--- src/rtl/core/xmpcu_pkg.sv ---
package xmpcu_pkg;

  // Configuration register indexes.
  localparam logic REG_CHANNEL_COUNT = 1'b0;
  localparam logic REG_ROW_COUNT     = 1'b1;

  // Limits of the pattern geometry.
  localparam int MaxChannels = 32;
  localparam int MaxRows     = 256;

  // Widths derived from the fixed field widths.
  localparam int ChanW = 5;
  localparam int RowW  = 8;
  localparam int CellW = 40;

  // Byte decoding.
  localparam int  MaskFlagBit   = 7;
  localparam logic [4:0] NoteFollowMask = 5'b11110;

  // Last valid counter positions, taken from the configuration registers.
  typedef struct packed {
    logic [ChanW-1:0] chan_last;
    logic [RowW-1:0]  row_last;
  } xmpcu_lim_t;

  // One finished cell with its position.
  typedef struct packed {
    logic             last_cell;
    logic [ChanW-1:0] chan_idx;
    logic [RowW-1:0]  row_index;
    logic [CellW-1:0] cell_data;
  } xmpcu_res_t;

endpackage

--- src/rtl/core/xm_pattern_cell_unpacker_unit.sv ---
// Packed pattern cell unpacker. Bytes of packed pattern data enter on the s_ side, one per
// word, with tuser set on the first byte of a pattern; finished cells leave on the m_ side
// with their row and channel, and tlast marks the last cell of the pattern. The block takes
// one byte every cycle: a byte is held in the input register and decoded in one pass into the
// output register, which presents the cell once its final byte is decoded; the input stalls
// only while the output register holds a word that is not taken. The user must write channel
// and row counts through the cfg port only while no byte is in flight; the block does not enforce it.
module xm_pattern_cell_unpacker_unit
  import xmpcu_pkg::*;
(
  input  logic        clk,
  input  logic        rst,
  input  logic        s_tvalid,
  output logic        s_tready,
  input  logic [7:0]  s_tdata,   // byte_value
  input  logic        s_tuser,   // pat_begin
  output logic        m_tvalid,
  input  logic        m_tready,
  // note, instrument, volume_byte, effect, effect_param, row_index, chan_idx, zero pad
  output logic [55:0] m_tdata,
  output logic        m_tlast,   // last_cell
  input  logic        cfg_valid,
  output logic        cfg_ready,
  input  logic        cfg_index,
  input  logic [8:0]  cfg_data
);

  logic       in_valid;
  logic [7:0] in_byte;
  logic       in_start;
  logic       step;
  logic       emit;
  xmpcu_lim_t lim;
  xmpcu_res_t res;
  xmpcu_res_t out_res;

  // The input word moves on when the output register is free or being emptied.
  assign step     = in_valid && (!m_tvalid || m_tready);
  assign s_tready = !in_valid || step;

  always_ff @(posedge clk) begin
    if (rst) begin
      in_valid <= 1'b0;
    end else if (s_tready) begin
      in_valid <= s_tvalid;
    end
  end

  always_ff @(posedge clk) begin
    if (s_tready && s_tvalid) begin
      in_byte  <= s_tdata;
      in_start <= s_tuser;
    end
  end

  xmpcu_cfg u_cfg (
    .clk       (clk),
    .rst       (rst),
    .cfg_valid (cfg_valid),
    .cfg_ready (cfg_ready),
    .cfg_index (cfg_index),
    .cfg_data  (cfg_data),
    .lim       (lim)
  );

  xmpcu_decode u_decode (
    .clk        (clk),
    .rst        (rst),
    .step       (step),
    .byte_value (in_byte),
    .pat_begin  (in_start),
    .lim        (lim),
    .emit       (emit),
    .res        (res)
  );

  always_ff @(posedge clk) begin
    if (rst) begin
      m_tvalid <= 1'b0;
    end else if (step) begin
      m_tvalid <= emit;
    end else if (m_tready) begin
      m_tvalid <= 1'b0;
    end
  end

  always_ff @(posedge clk) begin
    if (step && emit) begin
      out_res <= res;
    end
  end

  assign m_tdata = {3'b000, out_res.chan_idx, out_res.row_index, out_res.cell_data};
  assign m_tlast = out_res.last_cell;

endmodule

--- src/rtl/core/xmpcu_cfg.sv ---
module xmpcu_cfg
  import xmpcu_pkg::*;
(
  input  logic       clk,
  input  logic       rst,
  input  logic       cfg_valid,
  output logic       cfg_ready,
  input  logic       cfg_index,
  input  logic [8:0] cfg_data,
  output xmpcu_lim_t lim
);

  logic [5:0] channel_count;
  logic [8:0] row_count;

  assign cfg_ready = 1'b1;

  always_ff @(posedge clk) begin
    if (rst) begin
      channel_count <= 6'd1;
      row_count     <= 9'd64;
    end else if (cfg_valid) begin
      case (cfg_index)
        REG_CHANNEL_COUNT: channel_count <= cfg_data[5:0];
        REG_ROW_COUNT:     row_count     <= cfg_data;
        default: ;
      endcase
    end
  end

  // A count of zero acts as one; counts above the limit saturate.
  always_comb begin
    if (channel_count == 6'd0) begin
      lim.chan_last = '0;
    end else if (channel_count >= 6'(MaxChannels)) begin
      lim.chan_last = ChanW'(MaxChannels - 1);
    end else begin
      lim.chan_last = ChanW'(channel_count - 6'd1);
    end
    if (row_count == 9'd0) begin
      lim.row_last = '0;
    end else if (row_count >= 9'(MaxRows)) begin
      lim.row_last = RowW'(MaxRows - 1);
    end else begin
      lim.row_last = RowW'(row_count - 9'd1);
    end
  end

endmodule

--- src/rtl/core/xmpcu_decode.sv ---
module xmpcu_decode
  import xmpcu_pkg::*;
(
  input  logic       clk,
  input  logic       rst,
  input  logic       step,
  input  logic [7:0] byte_value,
  input  logic       pat_begin,
  input  xmpcu_lim_t lim,
  output logic       emit,
  output xmpcu_res_t res
);

  logic [4:0]       pending_mask, pending_mask_next;
  logic             cell_open, cell_open_next;
  logic [CellW-1:0] partial_cell, partial_cell_next;
  logic [RowW-1:0]  row_counter, row_counter_next;
  logic [ChanW-1:0] channel_counter, channel_counter_next;
  logic             pattern_done, pattern_done_next;

  logic [4:0]       pm, field_hot, pm_left;
  logic             open_now, done_now;
  logic [CellW-1:0] pc, pc_fill;
  logic [RowW-1:0]  row_now;
  logic [ChanW-1:0] ch_now;
  logic             end_of_row, last_row;

  always_comb begin
    // A pattern start clears everything before the byte is decoded.
    pm       = pat_begin ? '0 : pending_mask;
    open_now = pat_begin ? 1'b0 : cell_open;
    pc       = pat_begin ? '0 : partial_cell;
    row_now  = pat_begin ? '0 : row_counter;
    ch_now   = pat_begin ? '0 : channel_counter;
    done_now = pat_begin ? 1'b0 : pattern_done;

    // The next byte fills the lowest field still pending.
    field_hot = pm & (~pm + 5'd1);
    pm_left   = pm & ~field_hot;
    pc_fill   = pc;
    for (int k = 0; k < 5; k++) begin
      if (field_hot[k]) pc_fill[8*k +: 8] = byte_value;
    end

    pending_mask_next    = pm;
    cell_open_next       = open_now;
    partial_cell_next    = pc;
    row_counter_next     = row_now;
    channel_counter_next = ch_now;
    pattern_done_next    = done_now;
    emit                 = 1'b0;
    res.cell_data        = '0;

    if (!done_now) begin
      if (!open_now) begin
        partial_cell_next = '0;
        if (byte_value[MaskFlagBit]) begin
          pending_mask_next = byte_value[4:0];
          if (byte_value[4:0] == 5'd0) begin
            emit = 1'b1;
          end else begin
            cell_open_next = 1'b1;
          end
        end else begin
          partial_cell_next = CellW'(byte_value);
          pending_mask_next = NoteFollowMask;
          cell_open_next    = 1'b1;
        end
      end else if (pm == 5'd0) begin
        emit          = 1'b1;
        res.cell_data = pc;
      end else begin
        partial_cell_next = pc_fill;
        pending_mask_next = pm_left;
        if (pm_left == 5'd0) begin
          emit          = 1'b1;
          res.cell_data = pc_fill;
        end
      end
    end

    end_of_row    = ch_now >= lim.chan_last;
    last_row      = row_now >= lim.row_last;
    res.row_index = row_now;
    res.chan_idx  = ch_now;
    res.last_cell = end_of_row && last_row;

    if (emit) begin
      if (res.last_cell) begin
        pattern_done_next = 1'b1;
      end else if (end_of_row) begin
        channel_counter_next = '0;
        row_counter_next     = row_now + RowW'(1);
      end else begin
        channel_counter_next = ch_now + ChanW'(1);
      end
      cell_open_next    = 1'b0;
      pending_mask_next = '0;
      partial_cell_next = '0;
    end
  end

  always_ff @(posedge clk) begin
    if (rst) begin
      pending_mask    <= '0;
      cell_open       <= 1'b0;
      partial_cell    <= '0;
      row_counter     <= '0;
      channel_counter <= '0;
      pattern_done    <= 1'b0;
    end else if (step) begin
      pending_mask    <= pending_mask_next;
      cell_open       <= cell_open_next;
      partial_cell    <= partial_cell_next;
      row_counter     <= row_counter_next;
      channel_counter <= channel_counter_next;
      pattern_done    <= pattern_done_next;
    end
  end

endmodule
--- config.mk ---
export PLATFORM = sky130hd
export DESIGN_NAME = xm_pattern_cell_unpacker_unit
export DESIGN_NICKNAME = d
export VERILOG_FILES = /design/src/rtl/core/xmpcu_pkg.sv /design/src/rtl/core/xm_pattern_cell_unpacker_unit.sv /design/src/rtl/core/xmpcu_cfg.sv /design/src/rtl/core/xmpcu_decode.sv
export SDC_FILE = /design/constraint.sdc
export NUM_CORES = 1
export LEC_CHECK = 0
export ABC_CLOCK_PERIOD_IN_PS = 3800
export BUFFER_PORTS_ARGS = -buffer_cell sky130_fd_sc_hd__buf_2
export CORE_MARGIN = 3
export CORE_UTILIZATION = 58
export CTS_CLUSTER_DIAMETER = 30
export DETAILED_ROUTE_END_ITERATION = 8
export PLACE_DENSITY = 0.92
export SYNTH_ARGS = -nofsm -noshare
export SYNTH_HDL_FRONTEND = slang
export SYNTH_SLANG_ARGS = --single-unit
--- constraint.sdc ---
create_clock -name clk -period 3.8 [get_ports clk]
set_input_delay 0.38 -clock clk [delete_from_list [all_inputs] [get_ports clk]]
set_output_delay 0.38 -clock clk [all_outputs]
set_load 0.03 [all_outputs]
# Yosys cells after proc, flatten, opt, wreduce, memory -nomap -nowiden
# Index checks and enable logic that the tools add are counted.
# op_classes
n_addsub,5
n_lt_le_gt_ge,4
n_bitwise,6
muxes,48
n_div,0
multipliers,0
n_eq_ne,0
n_reduce_logical,17
n_shift,0
# ops
operator,count
40-bit two-way mux,7
8-bit two-way mux,11
5-bit two-way mux,12
1-bit two-way mux,17
5-bit zero test,3
"5-bit by 1-bit adder with 5-bit output, second input constant",2
5-bit AND,2
5-bit NOT,2
"9-bit >= comparator, second input constant",1
9-bit zero test,1
"8-bit by 1-bit adder with 8-bit output, second input constant",1
8-bit >= comparator,1
"8-bit by 1-bit subtractor with 8-bit output, second input constant",1
7-bit two-way mux,1
"6-bit >= comparator, second input constant",1
6-bit zero test,1
5-bit >= comparator,1
"5-bit by 1-bit subtractor with 5-bit output, second input constant",1
1-bit logical AND,4
2-bit AND reduction,2
1-bit zero test,2
1-bit logical OR,2
1-bit NOT,2
2-bit nonzero test,1
2-bit OR reduction,1
# totals
word_cells,96
mem_bits_rw,0
mem_count,0
ff_bits,140
output_inout_bits,60
latch_bits,0
romBits,0

# Logic depth before layout (Yosys ltp)
# depth
ltp_word,12
ltp_mapped,13

# Cells and area by module
# Synthesis repeated with hierarchy kept, for this count alone.
# unflattened
hier_cells,666
hier_area_um2,6655.1
# by_module_without_submodules
module,area_each_um2,cells_per_inst,instances
xmpcu_decode,3757.4,479,1
xm_pattern_cell_unpacker_unit,2020.7,78,1
xmpcu_cfg,877.1,109,1

# Least setup slack after synthesis
# Ideal clock, no wire load.
# synth_timing
kind,register -> register
from,reg in_start
to,reg u_decode.row_counter[7]
setup_time_ps,123
n_path_buf,4
path_stages_with_launch,13
slack_ps,531
required_time_ps,3677
period_less_slack_ps,3269
t_arrival_ps,3146
path_cell_list,edfxtp_1 buf_2 buf_1 clkbuf_1 clkbuf_1 nand2b_1 ha_1 nand2b_1 a2111oi_0 o31a_1 and2_1 nand3b_1 mux2_1
# synth_via
elab_chain_cells,12
word_cells_on_any_way,23
cone_classes,2 x add/sub; 2 x order compare; 12 x mux; 4 x bitwise; 3 x reduce/logical
# synth_lines
element,line,rtl
from (decl),xm_pattern_cell_unpacker_unit.sv:30,logic in_start;
from (signal assigned),xm_pattern_cell_unpacker_unit.sv:52,in_start <= s_tuser;
5-bit two-way mux,xmpcu_decode.sv:30,pm = pat_begin ? '0 : pending_mask;
5-bit NOT,xmpcu_decode.sv:38,field_hot = pm & (~pm + 5'd1);
5-bit by 1-bit adder with 5-bit output,xmpcu_decode.sv:38,
5-bit AND,xmpcu_decode.sv:38,
5-bit NOT,xmpcu_decode.sv:39,pm_left = pm & ~field_hot;
5-bit AND,xmpcu_decode.sv:39,
5-bit zero test,xmpcu_decode.sv:75,if (pm_left == 5'd0) begin
1-bit two-way mux,xmpcu_decode.sv:75,
1-bit two-way mux,xmpcu_decode.sv:69,end else if (pm == 5'd0) begin
1-bit two-way mux,xmpcu_decode.sv:55,if (!open_now) begin
1-bit two-way mux,xmpcu_decode.sv:54,if (!done_now) begin
8-bit two-way mux *,xmpcu_decode.sv:88,if (emit) begin
to (signal assigned),xmpcu_decode.sv:115,row_counter <= row_counter_next;
to (decl),xmpcu_decode.sv:17,"logic [RowW-1:0] row_counter, row_counter_next;"
# Every way passes the cells marked *; elsewhere a longest branch is shown, timed or not.
# A chain may end at the register's enable or synchronous reset.

# Worst setup path in the final report
# layout_timing
from,reg u_cfg.row_count[2]
to,reg u_decode.row_counter[7]
# layout_via
elab_chain_cells,7
word_cells_on_any_way,9
cone_classes,1 x add/sub; 2 x order compare; 4 x mux; 2 x reduce/logical
# layout_lines
element,line,rtl
from (decl),xmpcu_cfg.sv:14,logic [8:0] row_count;
from (signal assigned),xmpcu_cfg.sv:25,REG_ROW_COUNT: row_count <= cfg_data;
8-bit by 1-bit subtractor with 8-bit output / 9-bit >= comparator (equally long branches),"xmpcu_cfg.sv:45, xmpcu_cfg.sv:42",
8-bit two-way mux,xmpcu_cfg.sv:42,end else if (row_count >= 9'(MaxRows)) begin
8-bit two-way mux *,xmpcu_cfg.sv:40,if (row_count == 9'd0) begin
8-bit >= comparator *,xmpcu_decode.sv:83,last_row = row_now >= lim.row_last;
1-bit logical AND *,xmpcu_decode.sv:86,res.last_cell = end_of_row && last_row;
8-bit two-way mux *,xmpcu_decode.sv:89,if (res.last_cell) begin
8-bit two-way mux *,xmpcu_decode.sv:88,
# Marks and branches as above.

==> impl_results.md <==
* Post-route antenna net violation count at 0
* Post-synth EDFFs at 63
* Routed length per placed instance at 18.6 um
* Hold Path Class: in2reg
* CTS buffer count at 17
* Hold Vio Cnt, Final at 0
* Worst flop-to-flop path endpoint: u_decode.row_counter[7]$_SDFFE_PP0P_
* CP Max Fanout at 6
* Fin cells at 886
* Status: complete, no violations
* Post-cts sizing count at 0
* YS warnings at 0
* Pwr dens at 484 mW/mm2
* CP max stage cell: or4_1
* Starting Density at 60.4%
* Via count at 5570
* Max transition margin at 35.7%
* Setup tns final at 0 ns
* Worst r2r path cells at 11
* Net switching power at 910 uW
* Max rail drop VDD at 0.431 mV
* Power share of the clock group at 47.8%
* Final wirelength at 16500 um
* Clock latency on the worst-skew pair at 0.43 ns
* Max Cap Viol at 0
* RSZ-0062 raised after global routing: no
* Most instantiated cells after synthesis: 81 x nor2_1, 77 x dfxtp_1, 63 x edfxtp_1
* Mapped cell area at 0.00666 mm2
* Worst Setup SP: u_cfg.row_count[2]$_SDFFE_PP0P_
* Crit Path Class: reg2reg
* GPL Wtd Cong at 0.975
* I/O Pins at 84
* Post-synth top area cell: edfxtp_1
* Die Ht at 113 um
* Worst r2r src: u_cfg.row_count[2]$_SDFFE_PP0P_
* Commonest register cell after synthesis: dfxtp_1
* Syn avg cell area at 9.92 um2
* Share of cells above drive strength 1 at 18.9%
* R2R setup slack at 0.47 ns
* Seq pwr share at 44.4%
* Comb pwr share at 7.8%
* CTS tree: built
* Placed cells at 854
* CP delay by family, top: simple AND/OR/NAND/NOR gates
* Ranking of synthesized cells by area: edfxtp_1 28%, dfxtp_1 23%, nor2_1 4.6%, a21oi_1 4.4%, a22o_1 4.1%
* Data arrival, critical path at 3.64 ns
* Antenna diodes at 0
* Synth unique cells at 70
* First-pass GRT wire length at 27200 um
* Net switching share of the total power at 24.3%
* Synthesis-to-finish area growth at 16.3%
* Cell Rows at 38
* Most common cell in the netlist: nor2_1
* Fmax at 0.300 GHz
* Clock Skew at 0.00899 ns
* H-tree depth at 4
* CTS root buf: clkbuf_16
* Worst Setup EP: u_decode.row_counter[7]$_SDFFE_PP0P_
* Crit path required time at 4.11 ns
* Vias in the first global route at 5663
* Endpoints failing setup at 0
* Drt first-iter violations at 448
* Setup Buffers After CTS at 0
* Core area at 0.0110 mm2
* Die ar. at 0.0128 mm2
* Post-Syn Instances at 671
* Post-DP HPWL at 10400 um
* Reg clk slew, reported paths at 0.06 ns
* Hold-fix buffers, CTS at 0
* 1st-pass router iterations at 5
* CTS Buffer Depth at 2
* GRT overflow at 0
* Pleak at 0.00272 uW
* FF+latch count, synth at 140
* Crit path cell chain: nor3_1 -> nand2_1 -> or4_1 -> a21o_1 -> ha_1 -> nand2b_1 -> a2111oi_0 -> o31a_1 -> and2_1 -> nand3b_1 -> mux2_1
* Initial antenna violation count at 0
* Final critical-path required period at 3.33 ns
* GRT Overall Usage at 26.4%
* Peak per-stage delay on the critical path at 0.52 ns
* Worst Max-Slew Pin Slew at 0.963 ns
* Yosys top cell area share at 28.4%
* Die width at 113 um
* Internal Dissipation at 2840 uW
* Crit path depth at 11
* Via density per instance at 6.29
* Largest net degree at the start of global routing at 50
* FFs w/ async S/R, synth at 0%
* Input/output buffers at 79
* Worst setup SP type: register
* Worst setup EP type: register
* Fin crit share at 87.7%
* Fin nets at 775
* Residual DRC at 0
* Sequential element share of the synthesized area at 51.6%
* Slew Limit Fails at 0
* # clock sinks at 140
* Buffer and inverter count on the worst path at 0
per-layer routing:
metal  routed length [um]  global-route usage [%]
met1                 6000                    30.3
met2                 8350                    45.3
met3                 1370                    6.26
met4                  733                    14.3
met5                    0                       0
how the worst min path moves through the flow:
| stage | from | endpoint | slack [ns] | cells after the start |
|---|---|---|---|---|
| finish | s_tdata[3] | in_byte[3]$_DFFE_PP_ | 0.13 | 1 |
| global route | s_tdata[1] | in_byte[1]$_DFFE_PP_ | 0.13 | 1 |
| CTS | s_tdata[3] | in_byte[3]$_DFFE_PP_ | 0.12 | 1 |
| detailed placement | u_decode.partial_cell[39]$_SDFFE_PP0P_ | u_decode.partial_cell[39]$_SDFFE_PP0P_ | 0.45 | 1 |
| global placement | u_decode.partial_cell[34]$_SDFFE_PP0P_ | u_decode.partial_cell[34]$_SDFFE_PP0P_ | 0.44 | 1 |
| floorplan | u_decode.partial_cell[32]$_SDFFE_PP0P_ | u_decode.partial_cell[32]$_SDFFE_PP0P_ | 0.43 | 1 |
power groups by stage:
stage	sequential [uW]	combinational [uW]	clock, uW
6_report	1660	294	1790
5_1_grt	1670	322	1870
4_1_cts	1660	290	1800
3_5_place_dp	1690	282	0
3_3_place_gp	1690	268	0
2_1_floorplan	1670	226	0
state kept, by name, indices dropped and copies added, names as in the netlist:
name                      cells
u_decode.pending_mask         5
u_decode.channel_counter      5
u_decode.partial_cell        40
m_tlast                       1
u_cfg.row_count               9
u_decode.row_counter          8
in_byte                       8
in_start                      1
in_valid                      1
m_tdata                      53
u_decode.pattern_done         1
u_cfg.channel_count           6
u_decode.cell_open            1
m_tvalid                      1
area by class of cell:
class / count / area, um2
Clock buffer: 19 / 454
Clock inverter: 13 / 189
Fill cell: 758 / 3290
Inverter: 14 / 52.6
Multi-Input combinational cell: 470 / 2960
Sequential cell: 140 / 3430
Tap cell: 140 / 175
Timing Repair Buffer: 90 / 478
layout by cell type (no fill, tap or decap), types with 3 or more instances in the layout:
cell / netlist / routed
a211oi_1: 3 / 3
and2_1: 3 / 3
conb_1: 2 / 4
nand3_1: 8 / 8
dfxtp_1: 77 / 77
clkbuf_16: 0 / 18
nor3b_1: 22 / 22
nor3_1: 12 / 12
buf_4: 6 / 11
bufinv_16: 0 / 4
xnor2_1: 6 / 6
nand2b_1: 11 / 11
a22o_1: 31 / 31
a31oi_1: 3 / 3
clkinv_4: 0 / 4
nor2b_1: 22 / 22
nand2_1: 53 / 53
inv_1: 13 / 13
o22ai_1: 6 / 6
edfxtp_1: 63 / 63
nand4_1: 6 / 6
buf_2: 7 / 79
ha_1: 18 / 18
a22oi_1: 23 / 23
a21o_1: 4 / 4
o21a_1: 4 / 4
mux2i_1: 11 / 11
a32oi_1: 3 / 3
or3_1: 4 / 4
nor2_1: 81 / 81
o21ai_0: 24 / 24
a21oi_1: 58 / 58
nand3b_1: 7 / 7
logic make-up after synthesis:
group	synth area share, %
buffers and inverters	4.13
multiplexers	1.99
flip-flops	51.6
adder cells (fa/ha/maj)	3.55
other	0.113
XOR/XNOR	1.05
AND/OR/NAND/NOR	19.8
AO/OA/AOI/OAI	17.8
through the flow:
step                      worst slack, ns  hold slack [ns]  power, uW  area, um2  util (%)
after detailed placement            0.526            0.451       1970       7100      64.3
after global placement              0.592            0.444       1960       7100      64.3
after CTS                           0.487            0.124       3750       7740      70.2
final                               0.466            0.128       3750       7740      70.2
after floorplan                     0.531            0.429       1890       6670         -
after global routing                0.117            0.126       3860       7740      70.2
Power figures use the tool's default switching activity.
